===== src/rtl/ffpa_pkg.sv =====
// Shared constants, types and status codes for the first-fit pool allocator.
// No dependencies.
`default_nettype none
package ffpa_pkg;
    localparam int MaxBlocks   = 64;
    localparam int IdxW        = $clog2(MaxBlocks);
    localparam int CntW        = $clog2(MaxBlocks + 1);
    localparam int HeaderBytes = 48;
    localparam int MarkBytes   = 4;
    localparam int PoolMax     = 65536;
    localparam int PosW        = 18;

    typedef enum logic [1:0] {
        ST_OK         = 2'd0,
        ST_NO_SPACE   = 2'd1,
        ST_TABLE_FULL = 2'd2,
        ST_NOT_FOUND  = 2'd3
    } t_status;

    // controller -> datapath
    typedef struct packed {
        logic start;      // latch request, reset scan
        logic rd;         // issue read at scan index
        logic eval;       // evaluate read data
        logic mv_rd;      // read entry for shift
        logic mv_wr;      // write shifted entry
        logic ins;        // write new entry
        logic done;       // finish, load result
    } t_cmd;

    // datapath -> controller
    typedef struct packed {
        logic is_free;
        logic full;
        logic scan_end;   // scan index reached count
        logic hit;        // gap found / offset matched
        logic fits;       // tail fits after scan
        logic mv_end;     // shift finished
    } t_sts;
endpackage
`default_nettype wire


===== src/rtl/first_fit_pool_allocator_unit.sv =====
// First-fit pool allocator: usage notes
// Slave stream s_axis carries one request per item: tuser = mode (0 alloc,
// 1 free), tdata = request_size [15:0], free_offset [31:16].
// Master stream m_axis carries one result per request: tdata = status [1:0],
// payload_offset [17:2], live_blocks [24:18], zero fill to 32 bits.
// Configuration: i_cfg_we writes i_cfg_wdata into pool_bytes (reset 65536);
// write only while no request is in flight.
// Work per item: a scan of the sorted block table, one entry at a time
// through the single-port table memory (a read state and an evaluate state
// per entry), then a shift of each moved entry (read, write and check
// states). The longest work is a free of the first of 64 blocks, or an
// insert ahead of 63. One request is handled at a time; the next can be
// taken in the cycle after the result is accepted.
// Reset clears the live block count and the sequencer; table contents are
// not cleared and are never read before being written.
// While the receiver stalls, the result holds on m_axis and no new request
// is accepted.
// Depends on ffpa_pkg, ffpa_ctrl, ffpa_datapath.
`default_nettype none
module first_fit_pool_allocator_unit (
    input  wire logic        i_clk,
    input  wire logic        i_rst_n,
    input  wire logic        i_cfg_we,
    input  wire logic [16:0] i_cfg_wdata,
    input  wire logic        s_axis_tvalid,
    output logic             s_axis_tready,
    input  wire logic [31:0] s_axis_tdata,  // request_size, free_offset
    input  wire logic        s_axis_tuser,  // mode
    output logic             m_axis_tvalid,
    input  wire logic        m_axis_tready,
    output logic [31:0]      m_axis_tdata   // status, payload_offset, live_blocks
);
    logic [16:0]     r_pool;
    ffpa_pkg::t_cmd  cmd;
    ffpa_pkg::t_sts  sts;
    logic [1:0]      status;
    logic [15:0]     payload;
    logic [6:0]      count;

    always_ff @(posedge i_clk) begin
        if (!i_rst_n) begin
            r_pool <= 17'(ffpa_pkg::PoolMax);
        end else if (i_cfg_we) begin
            r_pool <= i_cfg_wdata;
        end
    end

    ffpa_ctrl u_ctrl (
        .i_clk, .i_rst_n,
        .i_in_valid (s_axis_tvalid), .o_in_ready (s_axis_tready),
        .o_out_valid(m_axis_tvalid), .i_out_ready(m_axis_tready),
        .i_sts(sts), .o_cmd(cmd)
    );

    ffpa_datapath u_dp (
        .i_clk, .i_rst_n, .i_cmd(cmd), .o_sts(sts),
        .i_mode(s_axis_tuser), .i_size(s_axis_tdata[15:0]),
        .i_offset(s_axis_tdata[31:16]), .i_pool(r_pool),
        .o_status(status), .o_payload(payload), .o_count(count)
    );

    assign m_axis_tdata = {7'b0, count, payload, status};
endmodule
`default_nettype wire


===== src/rtl/ffpa_datapath.sv =====
// Block table memory, scan cursor and shift logic of the allocator.
// Depends on ffpa_pkg.
`default_nettype none
module ffpa_datapath (
    input  wire logic             i_clk,
    input  wire logic             i_rst_n,
    input  wire ffpa_pkg::t_cmd   i_cmd,
    output ffpa_pkg::t_sts        o_sts,
    input  wire logic             i_mode,
    input  wire logic [15:0]      i_size,
    input  wire logic [15:0]      i_offset,
    input  wire logic [16:0]      i_pool,
    output logic [1:0]            o_status,
    output logic [15:0]           o_payload,
    output logic [6:0]            o_count
);
    logic [31:0] mem [ffpa_pkg::MaxBlocks];
    logic [31:0] r_rd;
    logic [ffpa_pkg::CntW-1:0] r_cnt, n_cnt;
    logic [ffpa_pkg::CntW-1:0] r_idx;
    logic [ffpa_pkg::CntW-1:0] r_mv;
    logic [ffpa_pkg::PosW-1:0] r_cursor;
    logic [ffpa_pkg::PosW-1:0] r_need;
    logic [15:0] r_size, r_off;
    logic        r_free, r_hit;

    logic [ffpa_pkg::PosW-1:0] s_ext, blk_end, limit;
    logic        gap_ok, match, fits, ok;
    logic [ffpa_pkg::IdxW-1:0] rd_addr;

    assign s_ext   = {2'b0, r_rd[31:16]};
    assign blk_end = s_ext + {2'b0, r_rd[15:0]} +
                     ffpa_pkg::PosW'(ffpa_pkg::HeaderBytes + ffpa_pkg::MarkBytes);
    assign gap_ok  = (s_ext >= r_cursor) && (s_ext - r_cursor >= r_need);
    assign match   = (r_rd[31:16] + 16'(ffpa_pkg::HeaderBytes)) == r_off;
    assign limit   = (i_pool > 17'(ffpa_pkg::PoolMax)) ?
                     ffpa_pkg::PosW'(ffpa_pkg::PoolMax) : ffpa_pkg::PosW'(i_pool);
    assign fits    = (r_cursor <= limit) && (limit - r_cursor >= r_need);
    // request succeeds: free matched, or allocate with room in table and pool
    assign ok      = r_free ? r_hit :
                     ((r_cnt < ffpa_pkg::CntW'(ffpa_pkg::MaxBlocks)) && fits);

    // shift reads come from r_mv-1 on insert, r_mv+1 on removal
    always_comb begin
        if (i_cmd.mv_rd) begin
            rd_addr = r_free ? ffpa_pkg::IdxW'(r_mv + 1'b1) : ffpa_pkg::IdxW'(r_mv - 1'b1);
        end else begin
            rd_addr = r_idx[ffpa_pkg::IdxW-1:0];
        end
    end

    always_ff @(posedge i_clk) begin
        if (i_cmd.rd || i_cmd.mv_rd) begin
            r_rd <= mem[rd_addr];
        end
        if (i_cmd.mv_wr) begin
            mem[r_mv[ffpa_pkg::IdxW-1:0]] <= r_rd;
        end else if (i_cmd.ins) begin
            mem[r_idx[ffpa_pkg::IdxW-1:0]] <= {r_cursor[15:0], r_size};
        end
    end

    always_comb begin
        n_cnt = r_cnt;
        if (i_cmd.done && ok) begin
            n_cnt = r_free ? r_cnt - 1'b1 : r_cnt + 1'b1;
        end
    end

    always_ff @(posedge i_clk) begin
        if (!i_rst_n) begin
            r_cnt <= '0;
        end else begin
            r_cnt <= n_cnt;
        end
        if (i_cmd.start) begin
            r_free   <= i_mode;
            r_size   <= i_size;
            r_off    <= i_offset;
            r_need   <= ffpa_pkg::PosW'(i_size) +
                        ffpa_pkg::PosW'(ffpa_pkg::HeaderBytes + ffpa_pkg::MarkBytes);
            r_cursor <= '0;
            r_idx    <= '0;
            r_hit    <= 1'b0;
            // allocate past the last block shifts nothing
            r_mv     <= r_cnt;
        end
        if (i_cmd.eval) begin
            if ((r_free && match) || (!r_free && gap_ok)) begin
                r_hit <= 1'b1;
                r_mv  <= r_free ? r_idx : r_cnt;
            end else begin
                r_idx <= r_idx + 1'b1;
                if (!r_free) r_cursor <= blk_end;
            end
        end
        if (i_cmd.mv_wr) begin
            r_mv <= r_free ? r_mv + 1'b1 : r_mv - 1'b1;
        end
    end

    // result register, loaded on the controller's done command
    logic [1:0]  r_ost;
    logic [15:0] r_opl;
    always_ff @(posedge i_clk) begin
        if (i_cmd.done) begin
            if (r_free) begin
                r_ost <= r_hit ? ffpa_pkg::ST_OK : ffpa_pkg::ST_NOT_FOUND;
                r_opl <= '0;
            end else if (r_cnt >= ffpa_pkg::CntW'(ffpa_pkg::MaxBlocks)) begin
                r_ost <= ffpa_pkg::ST_TABLE_FULL;
                r_opl <= '0;
            end else if (!fits) begin
                r_ost <= ffpa_pkg::ST_NO_SPACE;
                r_opl <= '0;
            end else begin
                r_ost <= ffpa_pkg::ST_OK;
                r_opl <= r_cursor[15:0] + 16'(ffpa_pkg::HeaderBytes);
            end
        end
    end

    assign o_status  = r_ost;
    assign o_payload = r_opl;
    assign o_count   = 7'(r_cnt);

    always_comb begin
        o_sts.is_free  = r_free;
        o_sts.full     = r_cnt >= ffpa_pkg::CntW'(ffpa_pkg::MaxBlocks);
        o_sts.scan_end = r_idx >= r_cnt;
        o_sts.hit      = r_hit;
        o_sts.fits     = fits;
        o_sts.mv_end   = r_free ? (r_mv + 1'b1 >= r_cnt) : (r_mv <= r_idx);
    end
endmodule
`default_nettype wire


===== src/rtl/ffpa_ctrl.sv =====
// Sequencer for the allocator: scan, shift, insert and respond.
// Depends on ffpa_pkg.
`default_nettype none
module ffpa_ctrl (
    input  wire logic           i_clk,
    input  wire logic           i_rst_n,
    input  wire logic           i_in_valid,
    output logic                o_in_ready,
    output logic                o_out_valid,
    input  wire logic           i_out_ready,
    input  wire ffpa_pkg::t_sts i_sts,
    output ffpa_pkg::t_cmd      o_cmd
);
    typedef enum logic [8:0] {
        S_IDLE = 9'b000000001,
        S_RD   = 9'b000000010,
        S_EVAL = 9'b000000100,
        S_DEC  = 9'b000001000,
        S_MVRD = 9'b000010000,
        S_MVWR = 9'b000100000,
        S_INS  = 9'b001000000,
        S_DONE = 9'b010000000,
        S_OUT  = 9'b100000000
    } t_state;

    t_state r_state, n_state;
    logic   r_wait;

    always_comb begin
        n_state = r_state;
        o_cmd   = '0;
        case (r_state)
            S_IDLE: if (i_in_valid) begin
                o_cmd.start = 1'b1;
                n_state = S_RD;
            end
            S_RD: begin
                if (!i_sts.is_free && i_sts.full) begin
                    n_state = S_DONE;
                end else if (i_sts.hit || i_sts.scan_end) begin
                    n_state = S_DEC;
                end else begin
                    o_cmd.rd = 1'b1;
                    n_state = S_EVAL;
                end
            end
            S_EVAL: begin
                o_cmd.eval = 1'b1;
                n_state = S_RD;
            end
            S_DEC: begin
                if (i_sts.is_free ? !i_sts.hit : !i_sts.fits) begin
                    n_state = S_DONE;
                end else if (i_sts.mv_end) begin
                    n_state = i_sts.is_free ? S_DONE : S_INS;
                end else begin
                    n_state = S_MVRD;
                end
            end
            S_MVRD: begin
                o_cmd.mv_rd = 1'b1;
                n_state = S_MVWR;
            end
            S_MVWR: begin
                o_cmd.mv_wr = 1'b1;
                n_state = S_DEC;
            end
            S_INS: begin
                o_cmd.ins = 1'b1;
                n_state = S_DONE;
            end
            S_DONE: begin
                o_cmd.done = 1'b1;
                n_state = S_OUT;
            end
            S_OUT: if (i_out_ready) n_state = S_IDLE;
            default: n_state = S_IDLE;
        endcase
    end

    always_ff @(posedge i_clk) begin
        if (!i_rst_n) begin
            r_state <= S_IDLE;
            r_wait  <= 1'b0;
        end else begin
            r_state <= n_state;
            r_wait  <= (r_state == S_OUT) && !i_out_ready;
        end
    end

    assign o_in_ready  = (r_state == S_IDLE);
    assign o_out_valid = (r_state == S_OUT);

`ifndef SYNTHESIS
    a_onehot: assert property (@(posedge i_clk) disable iff (!i_rst_n) $onehot(r_state))
        else $error("state not one-hot");
    a_hold: assert property (@(posedge i_clk) disable iff (!i_rst_n)
        r_wait |-> o_out_valid) else $error("result dropped while stalled");
    a_excl: assert property (@(posedge i_clk) disable iff (!i_rst_n)
        !(o_in_ready && o_out_valid)) else $error("accept during response");
`endif
endmodule
`default_nettype wire

===== config.mk =====
export PLATFORM = sky130hd
export DESIGN_NAME = first_fit_pool_allocator_unit
export DESIGN_NICKNAME = d
export VERILOG_FILES = /design/src/rtl/ffpa_pkg.sv /design/src/rtl/first_fit_pool_allocator_unit.sv /design/src/rtl/ffpa_datapath.sv /design/src/rtl/ffpa_ctrl.sv
export SDC_FILE = /design/constraint.sdc
export NUM_CORES = 2
export LEC_CHECK = 0
export ABC_AREA = 1
export BUFFER_PORTS_ARGS = -buffer_cell sky130_fd_sc_hd__buf_2
export CAP_MARGIN = 20
export CORE_ASPECT_RATIO = 0.75
export CORE_MARGIN = 2
export CORE_UTILIZATION = 41
export DETAILED_ROUTE_END_ITERATION = 10
export RECOVER_POWER = 50
export SLEW_MARGIN = 20
export SYNTH_ARGS = -nofsm -noshare
export SYNTH_HDL_FRONTEND = slang
export SYNTH_SLANG_ARGS = --single-unit
export TNS_END_PERCENT = 5

===== constraint.sdc =====
create_clock -name i_clk -period 6.7 [get_ports i_clk]
set_input_delay 1.34 -clock i_clk [delete_from_list [all_inputs] [get_ports i_clk]]
set_output_delay 1.34 -clock i_clk [all_outputs]
set_load 0.01 [all_outputs]

* After elaboration in Yosys (flattened, before gate mapping)
Memories as Yosys holds them, arrays and structs flattened. A register that Yosys moved wholly into a read port is not among the register bits.
Cells that the tools add are included.
** Operators by class
- Add/sub/neg operators :: 12
- Multipliers :: 0
- Div/mod/pow operators :: 0
- $lt $le $gt $ge :: 10
- Equal/unequal tests :: 12
- Shift-type cells :: 0
- Muxes and demuxes :: 53
- Bitwise operators :: 1
- Reduce and logical (&&, ||, !) cells :: 16
** Operators by type and width (count)
- $pmux 9 s9 :: 1
- $mux 18 :: 4
- $mux 7 :: 10
- $ge 18x18->1 :: 2
- $mux 9 :: 4
- $add 16x6->16 const B :: 2
- $mux 32 :: 1
- $reduce_or 32->1 :: 1
- $mux 1 :: 23
- $add 7x1->7 const B :: 3
- $add 18x6->18 const B :: 1
- $ge 16x18->1 :: 1
- $le 18x18->1 :: 1
- $mux 6 :: 3
- $sub 16x18->18 :: 1
- $sub 18x18->18 :: 1
- $add 16x16->17 :: 1
- $add 16x6->17 const B :: 1
- $gt 17x17->1 const B :: 1
- $mux 17 :: 1
- $eq 16x16->1 :: 1
- $mux 8 :: 2
- $ge 7x7->1 :: 2
- $sub 7x1->7 const B :: 2
- 22 further kinds :: 34
** Word-level totals
- Flip-flop bits (word level) :: 135
- Bits in latches :: 0
- Bits in writable memories :: 2048
- ROM bits :: 0
- Memories kept :: 1
** Memory list
- u_dp.mem :: words 64, width 32, rd ports 1, clocked after memory_dff 1, write ports 1, RTL line ffpa_datapath.sv:17 : logic [31:0] mem [ffpa_pkg::MaxBlocks];

* Depth between registers and ports, before layout
- Word-level depth :: 9
- Gate-level depth with buffers :: 34

* By module
Synthesis repeated with hierarchy kept, for this count alone.
** Unflattened totals
- Cells, all modules :: 9464
- Area, all modules :: 99394.1 um^2
** By module, submodules not included
- ffpa_datapath :: instances 1, cells an instance 9254, area an instance 97991.5 um^2
- first_fit_pool_allocator_unit :: instances 1, cells an instance 115, area an instance 780.7 um^2
- ffpa_ctrl :: instances 1, cells an instance 95, area an instance 621.8 um^2

* Worst setup path before layout
OpenSTA, ideal clock, no wires.
- Path type :: reg2reg
- Start point :: register u_ctrl.r_state[0]
- End point :: memory u_dp.mem[56][0], enable pin
- Setup time :: 0.502 ns
- Arrival :: 4.736 ns
- Data required time :: 6.198 ns
- Setup slack :: 1.463 ns
- Stages on the path, launching flop included :: 9
- Buffers on the path :: 1
- Path through :: dfxtp_1 nor2_2 nand2_1 nor2_4 nand2_1 buf_2 o21ai_1 inv_1 nor4_1
** On the way
- Longest elaborated chain between the ends :: 7
** RTL lines
- start: declaration :: RTL line ffpa_ctrl.sv:26 : t_state r_state, n_state;
- start signal: assignment :: RTL line ffpa_ctrl.sv:86 : r_state <= n_state;
- $eq 9x7->1 :: RTL line ffpa_ctrl.sv:32 : case (r_state)
- $mux 1 :: RTL line ffpa_ctrl.sv:32
- $mux 1 :: RTL line ffpa_datapath.sv:58 : end else if (i_cmd.ins) begin
- $mux 1 :: RTL line ffpa_datapath.sv:56 : if (i_cmd.mv_wr) begin
- $mux 1 (implied by the code) :: RTL line ffpa_datapath.sv:59 : mem[r_idx[ffpa_pkg::IdxW-1:0]] <= {r_cursor[15:0], r_size};
- $reduce_or 32->1 (no line)
- $mux 6 (no line) / $mux 1 (equally long branches)
- end: declaration :: RTL line ffpa_datapath.sv:17
Several ways; a longest one is shown, not always the timed one.

* Final worst setup path
- Start point :: register u_ctrl.r_state[0]
- End point :: memory u_dp.mem[25][22], data pin
** On the way
- Longest elaborated chain between the ends :: 7
** RTL lines (RTL line)
- $eq 9x7->1 :: ffpa_ctrl.sv:32
- $mux 1 :: ffpa_ctrl.sv:32
- $mux 1 :: ffpa_datapath.sv:58
- $mux 1 (*) :: ffpa_datapath.sv:56
- $mux 1 (implied by the code) (*) :: ffpa_datapath.sv:59
- $reduce_or 32->1 (no line) (*)
- $mux 32 (no line) (*)
Mark *: on every way between the ends. The rest lies on a longest branch, timed or not.

==> flow_metrics.env <==
export IMPL_ff2ff_setup_slack_ns=0.60
export IMPL_dp_cells=10480
export IMPL_grt_pass1_vias=58130
export IMPL_r2r_start="u_ctrl.r_state[0]"
export IMPL_clk_latency_ns=0.87
export IMPL_criticalPathCategory="flop to flop"
export IMPL_numPortBuffers=81
export IMPL_cts_hold_buf=0
export IMPL_hp_class="flop to flop"
export IMPL_fin_ws_ns=0.6046
export IMPL_skew_ns=0.05239
export IMPL_synthCells=7710
export IMPL_relSlewSlack=-1.940
export IMPL_p_per_area_nw_per_um2=264.7
export IMPL_die_area_um2=232300
export IMPL_async_flop_share=0
export IMPL_seq_area_um2=65760
export IMPL_wl_per_cell_um=26.40
export IMPL_drt_wl_total_mm=287.0
export IMPL_synth_seq_cells=2212
export IMPL_rsz0062_at_grt="false"
export IMPL_instances_no_fill=10870
export IMPL_post_place_ws_ns=1.600
export IMPL_yosysTopAreaCell="edfxtp_1"
export IMPL_finalSetupViolCount=0
export IMPL_layout_worst_path_cycle_share=0.9098
export IMPL_die_w_um=555.9
export IMPL_multi_input_area_um2=25170
export IMPL_synth_cell_type_count=54
export IMPL_cts_tree="built"
export IMPL_place_hpwl_mm=167.4
export IMPL_syn_area_um2=93650
export IMPL_core_area_um2=226500
export IMPL_drv_slew=1994
export IMPL_cts_made_buffers=212
export IMPL_fin_setup_tns_ns=0
export IMPL_cts_sinks=2212
export IMPL_drt_iter0_drc=8776
export IMPL_synth_edf_count=2146
export IMPL_grt_max_degree=166
export IMPL_antenna_found_initial=13
export IMPL_holdPathEnd="r_pool[16]"
export IMPL_post_cts_buffers=0
export IMPL_holdPathStages=2
export IMPL_clk_pin_slew_ns=0.06
export IMPL_yosysTopAreaCellShare=0.6881
export IMPL_yosysMostFrequentCell="edfxtp_1"
export IMPL_viasPerCell=5.799
export IMPL_vias=63040
export IMPL_r2r_worst_path_cells=7
export IMPL_rows=151
export IMPL_initial_utilization=0.4134
export IMPL_drive_gt1_frac=0.07406
export IMPL_r2r_end="u_dp.mem[25][22]"
export IMPL_irDropWorstVdd_mv=0.2278
export IMPL_ant_nets=0
export IMPL_synthTopCellsByCount="2146 x edfxtp_1, 1082 x nand2_1, 1048 x o21ai_0, 672 x nor2_1, 648 x nand3_1"
export IMPL_cap_violations=38
export IMPL_yosysWarningCount=0
export IMPL_fin_nets=7899
export IMPL_worst_pin_slew_ns=4.410
export IMPL_critPathArrivalTime_ns=6.07
export IMPL_max_freq_mhz=164.1
export IMPL_worstSetupEndpointType="flop"
export IMPL_die_h_um=417.9
export IMPL_dr_pass1_iters=7
export IMPL_post_route_util=0.4632
export IMPL_grt_overflow_total=0
export IMPL_leakage_nw=34.59
export IMPL_cts_buffer_depth=4
export IMPL_crit_fanout=64
export IMPL_grt_pass1_wl_mm=412.0
export IMPL_hold_violations=0
export IMPL_ios=89
export IMPL_htree_levels=4
export IMPL_synth_area_leaders="edfxtp_1 69%, o21ai_0 5.6%, nand2_1 4.3%"
export IMPL_synth_yosys_seq_area_share=0.7022
export IMPL_num_fill_cells=20150
export IMPL_syn_avg_cell_area_um2=12.15
export IMPL_synthFlopType="edfxtp_1"
export IMPL_cp_required_ns=6.68
export IMPL_drc=0
export IMPL_violations="capacitance limit, slew limit"
export IMPL_area_growth_pct=12.05
export IMPL_run_status="complete, but fails checks"
export IMPL_min_delay_start="r_pool[16]"
export IMPL_place_congestion=0.9314
export IMPL_worstSetupStartpointType="flop"
export IMPL_cts_resized=0
export IMPL_grt_use_total=0.2404
export IMPL_post_route_min_period_ns=6.095
export IMPL_cts_root_buf="clkbuf_16"
[routing by layer]
metal	vias up	GRT usage	share of wire
li1	28090	-	-
met1	31590	0.3538	0.43
met2	2955	0.3522	0.43
met3	405	0.05956	0.11
met4	0	0.06626	0.029
met5	-	0	0
[stage by stage]
stage	hold WS [ns]	power (mW)	instance area, µm²
4_1_cts	0.4974	27.89	105000
3_5_place_dp	0.4864	16.39	98440
3_3_place_gp	0.4791	16.38	97730
6_report	0.4949	27.78	104900
5_1_grt	0.5284	28.55	104900
2_1_floorplan	0.4484	15.97	93670
[registers in the layout (all words and copies together) (netlist names)]
register,cells
r_pool,17
u_ctrl.r_state,9
u_dp.mem,2048
u_dp.o_count,7
u_dp.o_payload,16
u_dp.o_status,2
u_dp.r_cursor,18
u_dp.r_free,1
u_dp.r_hit,1
u_dp.r_idx,7
u_dp.r_mv,7
u_dp.r_need,15
u_dp.r_off,16
u_dp.r_rd,32
u_dp.r_size,16
[final cells by class]
type,count,share of cell area
Sequential cell,2212,0.6267
Multi-Input combinational cell,4749,0.2399
Clock buffer,259,0.05375
Tap cell,2983,0.03557
Timing Repair Buffer,272,0.02502
Inverter,277,0.01021
Clock inverter,117,0.008788
Antenna cell,2,0.00004770
[cells in the final DEF (no fill, tap or decap), types with 5 or more instances in the layout]
cell	instances
xnor2_1	35
inv_6	5
conb_1	7
clkinv_1	52
a21oi_1	96
nand4_1	26
nand2_1	1069
a31oi_1	8
nor3b_1	5
a21o_1	9
nor2_4	60
nor2_1	615
nand2_2	16
o21bai_1	443
clkinv_2	36
buf_2	38
edfxtp_1	2146
clkbuf_1	117
buf_16	25
nand3b_1	5
o211ai_1	64
clkbuf_2	5
o22ai_1	196
ha_1	116
nand3_1	648
nor4_2	5
dfxtp_1	66
o21ai_1	145
nor4_1	7
inv_1	269
xor2_1	62
nor3_1	27
clkinvlp_4	7
buf_12	39
o21ai_0	1042
clkbuf_16	218
bufinv_16	13
buf_4	86
[critical path, cell delays in order (launching register included)]
cell,delay (ns)
dfxtp_1,0.32
nor2_1,0.15
nand2_1,0.12
nor2_1,0.32
nand2_1,0.43
buf_4,0.44
o21ai_4,0.20
clkbuf_1,3.08
[worst max path at each step]
stage | to | startpoint | slack (ns)
5_1_grt | u_dp.mem[27][22] | u_ctrl.r_state[0] | 0.44
4_1_cts | u_dp.o_payload[6] | r_pool[0] | 1.54
6_report | u_dp.mem[25][22] | u_ctrl.r_state[0] | 0.60
3_5_place_dp | u_dp.o_payload[6] | r_pool[8] | 1.60
3_3_place_gp | u_dp.r_cursor[1] | u_dp.r_rd[16] | 1.78
2_1_floorplan | u_dp.mem[56][0] | u_ctrl.r_state[0] | 1.46
[power breakdown]
| part | switching, mW | internal, mW | total, mW |
|---|---|---|---|
| clock network | 5.20 | 6.46 | 11.7 |
| logic | 0.732 | 0.280 | 1.01 |
| registers | 0.0732 | 15.0 | 15.1 |
[logic make-up (layout without fill, tap and decap cells)]
logic type,after synthesis,in the layout,synth area share
other,1,9,0.00004004
adder cells (fa/ha/maj),120,120,0.01635
flip-flops,2212,2212,0.7022
buffers and inverters,755,925,0.03505
AO/OA/AOI/OAI,2030,2030,0.1261
XOR/XNOR,97,97,0.009072
AND/OR/NAND/NOR,2495,2495,0.1111
Power figures use the tool's default switching activity.
